### src/rtl/rwsp_pkg.sv
`timescale 1ns / 1ps
package rwsp_pkg;

  localparam int NUM_W = 21;  // left-aligned dividend bits, widest quotient

  localparam logic [1:0] REG_TILE_UNITS  = 2'd0;
  localparam logic [1:0] REG_PROJ_DIST   = 2'd1;
  localparam logic [1:0] REG_WALL_COLOR  = 2'd2;
  localparam logic [1:0] REG_ERASE_COLOR = 2'd3;

  localparam logic [8:0]  TILE_UNITS_RST  = 9'd64;
  localparam logic [23:0] PROJ_DIST_RST   = 24'd141312;
  localparam logic [23:0] WALL_COLOR_RST  = 24'hFFFF00;
  localparam logic [23:0] ERASE_COLOR_RST = 24'h000000;

  // cosine polynomial coefficients, Q1.15
  localparam logic [15:0] COS_C1 = 16'd684;
  localparam logic [15:0] COS_C2 = 16'd8312;
  localparam logic [15:0] COS_C3 = 16'd40426;
  localparam logic [15:0] COS_C4 = 16'd30;
  localparam logic [16:0] COS_ONE = 17'd32768;

  typedef struct packed {
    logic [9:0]  column;
    logic [23:0] ray_distance;
    logic [15:0] ray_angle;
    logic [15:0] view_angle;
    logic        erase;
  } in_beat_t;

  typedef struct packed {
    logic [9:0]  out_column;
    logic [9:0]  top_row;
    logic [9:0]  bottom_row;
    logic [23:0] fill_color;
  } out_beat_t;

  typedef struct packed {
    logic [9:0]  column;
    logic        col_ok;
    logic        zero;
    logic        neg;
    logic [23:0] color;
  } side_t;

  typedef struct packed {
    logic [23:0]      rem;
    logic [23:0]      mag;
    logic [NUM_W-1:0] num;
    logic [NUM_W-1:0] quo;
    logic             sat;
    side_t            side;
  } div_beat_t;

endpackage

### src/rtl/rwsp_div_cell.sv
`timescale 1ns / 1ps
module rwsp_div_cell import rwsp_pkg::*; (
  input  logic      clk,
  input  logic      rst_n,
  input  logic      en,
  input  logic      in_valid,
  input  div_beat_t in_beat,
  output logic      out_valid,
  output div_beat_t out_beat
);

  logic      valid_r;
  div_beat_t beat_r;
  div_beat_t beat_nxt;
  logic [24:0] trial;
  logic [24:0] diff;
  logic        ge;

  // one restoring step: one quotient bit per cell
  always_comb begin
    trial = {in_beat.rem, in_beat.num[NUM_W-1]};
    diff  = trial - {1'b0, in_beat.mag};
    ge    = trial >= {1'b0, in_beat.mag};
    beat_nxt     = in_beat;
    beat_nxt.rem = ge ? diff[23:0] : trial[23:0];
    beat_nxt.num = {in_beat.num[NUM_W-2:0], 1'b0};
    beat_nxt.quo = {in_beat.quo[NUM_W-2:0], ge};
  end

  always_ff @(posedge clk) begin
    if (!rst_n) begin
      valid_r <= 1'b0;
    end else if (en) begin
      valid_r <= in_valid;
    end
  end

  always_ff @(posedge clk) begin
    if (en) begin
      beat_r <= beat_nxt;
    end
  end

  assign out_valid = valid_r;
  assign out_beat  = beat_r;

endmodule

### config.mk
export PLATFORM = sky130hd
export DESIGN_NAME = rwsp_div_cell
export DESIGN_NICKNAME = d
export VERILOG_FILES = /design/src/rtl/rwsp_pkg.sv /design/src/rtl/rwsp_div_cell.sv
export SDC_FILE = /design/constraint.sdc
export NUM_CORES = 1
export LEC_CHECK = 0
export BUFFER_PORTS_ARGS = -buffer_cell sky130_fd_sc_hd__buf_2
export CORE_ASPECT_RATIO = 0.75
export CORE_MARGIN = 3
export CORE_UTILIZATION = 51
export CTS_BUF_LIST = sky130_fd_sc_hd__clkbuf_16
export DETAILED_ROUTE_END_ITERATION = 12
export GPL_ROUTABILITY_DRIVEN = 0
export PLACE_DENSITY = 0.93
export SKIP_LAST_GASP = 1
export SYNTH_ARGS = -nofsm -noshare
export SYNTH_HDL_FRONTEND = slang
export SYNTH_SLANG_ARGS = --single-unit
export TNS_END_PERCENT = 100
### constraint.sdc
create_clock -name clk -period 7.9 [get_ports clk]
set_clock_uncertainty 0.1 [all_clocks]
set_input_delay 0.79 -clock clk [delete_from_list [all_inputs] [get_ports clk]]
set_output_delay 0.79 -clock clk [all_outputs]
set_load 0.01 [all_outputs]
==> flow_metrics.py, run 1 <==
metrics = {
    "pwr": {
        "pwr-share-clk": 0.414,
        "p_per_area_nw_per_um2": 252,
        "p_int_uw": 1450,
        "combPwrFrac": 0.158,
        "seq_power_share": 0.429,
        "ir_drop_mv": 0.172,
        "p_switching_uw": 508,
        "p_leak_uw": 0.00342,
        "switching_share": 0.259,
    },
    "sta": {
        "setup_viol": 0,
        "setup_tns_ps": 0,
        "tightestPinTransition_ps": 1270,
        "rsz0062_at_grt": "false",
        "fin_ws_ps": 4620,
        "relSlewSlack": 0.142,
        "drv_slew": 0,
        "period_needed_ps": 3280,
        "finalHoldViolCount": 0,
        "fin_crit_sh": 0.415,
        "max_freq_mhz": 305,
    },
    "drt": {
        "dr.pass1.iters": 6,
        "wl_mm": 17.4,
        "ant_nets": 0,
        "drt_iter0_markers": 504,
        "vias_per_cell": 5.74,
        "num_vias": 4737,
        "drc_errors": 0,
        "wl_per_cell_um": 21.1,
    },
    "grt": {
        "antenna_found_initial": 1,
        "gr-usage-met2": 0.470,
        "grt_pass1_wl_mm": 25.9,
        "grt_util_met3": 0.120,
        "grt_start_max_net_pins": 66,
        "use_met1": 0.286,
        "track_usage": 0.270,
        "grt_pass1_vias": 4758,
        "busiest_layer": "met2",
        "grt-ovfl-total": 0,
    },
    "clocking": {
        "clkLatencyLatePin_ps": 420,
        "cts_max_level": 4,
        "cts.reportedPaths.clkPinSlew_ps": 60,
        "cts_buffer_depth": 2,
        "clockRootBuffer": "clkbuf_16",
        "cts_sinks": 128,
        "cts_tree": "built",
        "ctsResizeCount": 0,
        "cts_setup_buffers": 0,
        "cts_buffers": 17,
        "cts_hold_buf": 0,
    },
    "die": {
        "start_util": 0.541,
        "io_pins": 261,
        "die_h_um": 98.0,
        "die_area_um2": 12600,
        "row_count": 32,
        "die_x_um": 129,
        "coreArea_um2": 10700,
    },
    "finish": {
        "nNetsFinal": 832,
        "area_growth_pct": 35.1,
        "layout-drive-gt1-share": 0.455,
    },
    "logic_synthesis": {
        "synth_cells": 407,
        "postSynth.asyncResetShare": 0,
        "ys_ff_latch": 128,
        "syn_nets": 564,
        "yosysTopAreaCellShare": 0.662,
        "syn_area_per_cell_um2": 14.2,
        "synth_most_common_cell": "edfxtp_1",
        "synth.area.top_cells": "edfxtp_1 (66%), ha_1 (5.2%), a21oi_1 (2.5%)",
        "syn_area_um2": 5760,
        "ys_seq_area_frac": 0.666,
        "synthFlopType": "edfxtp_1",
        "synth_largest_area_cell": "edfxtp_1",
        "yosysWarnings": 0,
        "synth_edf_count": 127,
        "yosys-top-cells-count": "edfxtp_1 (127), inv_1 (33), a21oi_1 (29), ha_1 (24), nand2_1 (16)",
        "synth.distinct_cells": 58,
    },
    "worst_setup_path": {
        "cp-end-kind": "register",
        "worstSetupPathType": "input pin to register",
        "crit_required_ps": 8090,
        "cp.arrival_ps": 3470,
        "startpoint_type": "input pin",
        "cp_max_fo": 8,
    },
    "run_status": {
        "outcome": "finished, final reports clean",
    },
    "placement": {
        "port_buffers": 258,
        "place_ws_ps": 4370,
        "hpwl_mm": 12.8,
    },
    "run": {
        "drv_cap": 0,
    },
    "min_path": {
        "hold_path_class": "input pin to register",
    },
}
flip-flops by register name, summed over array words and instances, names as in the netlist:
signal	cells
out_valid	1
out_beat	127
power by group through the flow:
stage | Clock, µW | Sequential (µW) | Combinational, µW
finish | 811 | 840 | 309
global route | 850 | 844 | 333
CTS | 819 | 840 | 308
detailed placement | 0 | 853 | 303
global placement | 0 | 849 | 293
floorplan | 0 | 887 | 126
layout make-up:
cell class,instances,area (µm²)
flip-flops and latches,128,3830
fillers,693,2870
multi-input cells,235,1730
repair buffers,259,1300
clock buffers,17,425
clock inverters,15,185
well taps,136,170
inverters,34,133
diodes,1,2.50
placed cells by master, fill, tap and decap left out, drive strengths merged, types with 5 or more instances in the layout:
cell / netlist / final
a21oi: 29 / 29
ha: 24 / 24
nor3: 14 / 14
a21boi: 5 / 5
mux2: 11 / 11
nand2: 16 / 16
xnor2: 7 / 7
o21a: 9 / 9
o21ai: 13 / 13
edfxtp: 127 / 127
and3: 8 / 8
clkinv: 0 / 6
buf: 9 / 259
inv: 34 / 38
nand3: 15 / 15
clkbuf: 1 / 17
o31ai: 7 / 7
nor2: 15 / 15
critical path, cell delays in order:
cell and delay (ps):
buf_2 90, inv_1 40, ha_1 400, a21oi_1 340
o21ai_0 300, o311ai_1 1120, and3_1 280, a31o_2 110
per-stage QoR:
step | instance area [µm²] | instances | hold WS, ps | total power, µW | utilization
final | 7780 | 825 | 443 | 1960 | 0.730
after global routing | 7780 | 824 | 430 | 2030 | 0.730
after CTS | 7780 | 824 | 428 | 1970 | 0.730
after detailed placement | 7170 | 792 | 412 | 1160 | 0.673
after global placement | 7170 | 792 | 396 | 1140 | 0.673
after floorplan | 5760 | 407 | 438 | 1010 | -
path summary, 6_finish.rpt:
check,from,to,slack (ps),depth (start not counted)
max,in_beat[92],out_beat[118],4620,8
min,in_beat[34],out_beat[34],440,1
max reg2reg,out_valid,out_valid,7180,2
min reg2reg,out_valid,out_valid,450,2
logic make-up after synthesis:
| family | count (synthesis) | synth area share |
|---|---|---|
| adder cells (fa/ha/maj) | 25 | 0.0556 |
| buffers and inverters | 44 | 0.0343 |
| AO/OA/AOI/OAI | 93 | 0.114 |
| AND/OR/NAND/NOR | 94 | 0.0889 |
| XOR/XNOR | 10 | 0.0152 |
| multiplexers | 12 | 0.0252 |
| other | 1 | 0.000651 |
| flip-flops | 128 | 0.666 |
routing by layer:
metal / part of all wire / vias to the layer above
met5: 0.00097 / -
met2: 0.50 / 305
met4: 0.033 / 2
met3: 0.12 / 71
li1: - / 2109
met1: 0.34 / 2250
Note: power is estimated with default switching activity, not from simulation.
==> run 2: changes to the inputs <==
--- a/config.mk
+++ b/config.mk
@@ -8,11 +8,11 @@
 export BUFFER_PORTS_ARGS = -buffer_cell sky130_fd_sc_hd__buf_2
 export CORE_ASPECT_RATIO = 0.75
 export CORE_MARGIN = 3
-export CORE_UTILIZATION = 51
+export CORE_UTILIZATION = 43
 export CTS_BUF_LIST = sky130_fd_sc_hd__clkbuf_16
 export DETAILED_ROUTE_END_ITERATION = 12
 export GPL_ROUTABILITY_DRIVEN = 0
-export PLACE_DENSITY = 0.93
+export PLACE_DENSITY = 0.84
 export SKIP_LAST_GASP = 1
 export SYNTH_ARGS = -nofsm -noshare
 export SYNTH_HDL_FRONTEND = slang
==> constraint.sdc (replaced) <==
create_clock -name clk -period 2.9 [get_ports clk]
set_clock_uncertainty 0.1 [all_clocks]
set_input_delay 0.29 -clock clk [delete_from_list [all_inputs] [get_ports clk]]
set_output_delay 0.29 -clock clk [all_outputs]
set_load 0.01 [all_outputs]
==> flow_metrics.py, run 2 (same netlist as run 1, synthesis figures left out) <==
metrics = {
    "run_status": {
        "outcome": "finished, final reports clean",
    },
    "run": {
        "drv_cap": 0,
    },
    "finish": {
        "final_area_um2": 9030,
        "n_fill_cell": 836,
        "layout-drive-gt1-share": 0.428,
        "final_common_cell": "buf_2",
        "nNetsFinal": 952,
        "largest_reg_flops": 127,
        "final_cell_mix": "buf_2 (257), edfxtp_1 (127), dlygate4sd3_1 (102)",
        "area_growth_pct": 56.7,
    },
    "die": {
        "die_area_um2": 14800,
        "row_count": 35,
        "die_x_um": 140,
        "io_pins": 261,
        "die_h_um": 106,
        "start_util": 0.453,
        "coreArea_um2": 12700,
    },
    "sta": {
        "period_needed_ps": 2860,
        "drv_slew": 0,
        "fin_crit_sh": 0.985,
        "relSlewSlack": 0.558,
        "fin_ws_ps": 42.4,
        "finalHoldViolCount": 0,
        "max_freq_mhz": 350,
        "rsz0062_at_grt": "true",
        "tightestPinTransition_ps": 657,
        "setup_viol": 0,
    },
    "clocking": {
        "clkLatencyLatePin_ps": 400,
        "cts.reportedPaths.clkPinSlew_ps": 60,
        "cts_buffers": 17,
        "clockRootBuffer": "clkbuf_16",
        "cts_tree": "built",
        "cts_max_level": 4,
        "cts_buffer_depth": 2,
        "cts_sinks": 128,
    },
    "drt": {
        "drt_iter0_markers": 574,
        "vias_per_cell": 5.35,
        "dr.pass1.iters": 5,
        "wl_per_cell_um": 19.4,
        "num_vias": 5215,
        "ant_nets": 0,
        "drc_errors": 0,
        "wl_mm": 18.9,
    },
    "worst_setup_path": {
        "cp.arrival_ps": 2920,
        "cp_max_fo": 5,
        "slowest_stage": "dlygate4sd3_1",
        "worstSetupPathType": "input pin to register",
        "cp-endpoint": "out_beat[120]",
        "crit_cells": 10,
        "crit_required_ps": 2960,
        "reg2reg_depth": 2,
        "cp-end-kind": "register",
        "crit_buf_inv": 2,
        "worst_r2r_endpoint": "out_valid",
        "startpoint_type": "input pin",
        "cpPeakStageDelay_ps": 540,
        "crit_start": "in_beat[80]",
        "timing.rr.start": "out_valid",
        "crit_family": "buffers and inverters",
        "rrSetupSlack_ps": 2220,
        "crit_chain": "dlygate4sd3_1 -> buf_2 -> ha_1 -> fa_1 -> nor2b_1 -> o2111ai_2 -> a211oi_2 -> nor4b_2 -> xnor2_1 -> mux2_4",
    },
    "placement": {
        "hpwl_mm": 12.3,
        "port_buffers": 258,
        "place_ws_ps": 121,
        "placed_area_um2": 7340,
    },
    "grt": {
        "grt-ovfl-total": 0,
        "antenna_found_initial": 3,
        "grt_pass1_vias": 5273,
        "grt_start_max_net_pins": 67,
        "track_usage": 0.246,
        "grt_pass1_wl_mm": 28.4,
    },
    "pwr": {
        "p_leak_uw": 0.00393,
        "p_per_area_nw_per_um2": 600,
        "ir_drop_mv": 0.373,
    },
    "min_path": {
        "hold_path_class": "input pin to register",
        "hold_depth": 1,
    },
}
-- run 2: cell count changes in the layout (fill, tap and decap cells not counted), sizes merged --
cell	before	now
buf	259	277
bufinv	3	2
dlygate4sd3	0	102
-- run 2: worst min-delay path by stage --
stage,startpoint,to,slack (ps)
2_1_floorplan,in_beat[0],out_beat[0],290
3_3_place_gp,in_beat[67],out_beat[68],370
3_5_place_dp,in_beat[34],out_beat[34],370
4_1_cts,in_beat[81],out_beat[81],0.3
5_1_grt,in_beat[81],out_beat[81],10
6_report,in_beat[81],out_beat[81],20
-- run 2: per-stage QoR --
step,std cells,total power (µW),utilization,TNS [ps],hold WS [ps]
after global placement,838,3140,0.578,0,367
after floorplan,407,2760,-,0,289
after detailed placement,838,3170,0.578,0,368
after CTS,971,5410,0.704,0,0.250
after global routing,974,5620,0.711,-311,11.2
final,974,5410,0.711,0,17.2
-- run 2: worst reg2reg max path, delay by kind of cell (launching register included) --
kind             cells  cell delay, ps
flip-flops           1             310
multiplexers         1             110
AND/OR/NAND/NOR      1              60
-- run 2: where the power goes --
part | switching (µW) | total [µW] | internal, µW | leakage [µW]
Clock | 839 | 2120 | 1280 | 0.000281
Sequential | 52.0 | 2290 | 2240 | 0.00125
Combinational | 534 | 1010 | 473 | 0.00239
-- run 2: layout make-up --
cell class / count / area, µm² / share of cell area
Tap cell: 166 / 208 / 0.0230
Clock inverter: 14 / 159 / 0.0176
Antenna cell: 1 / 2.50 / 0.000277
Timing Repair Buffer: 379 / 2470 / 0.274
Multi-Input combinational cell: 235 / 1790 / 0.198
Sequential cell: 128 / 3830 / 0.425
Inverter: 34 / 135 / 0.0150
Clock buffer: 17 / 425 / 0.0471
-- run 2: metal layers --
layer / vias to the layer above / GRT usage / routed length (µm)
li1: 2342 / - / -
met1: 2473 / 0.287 / 7090
met2: 336 / 0.440 / 9690
met3: 60 / 0.0773 / 1670
met4: 4 / 0.0650 / 412
met5: - / 0 / 27
-- run 2: what timing repair did --
item,CTS,global route
gates resized for setup,0,17
hold buffers,102,0
setup buffers,0,2
setup endpoints to repair,0,20
hold endpoints to repair,102,0
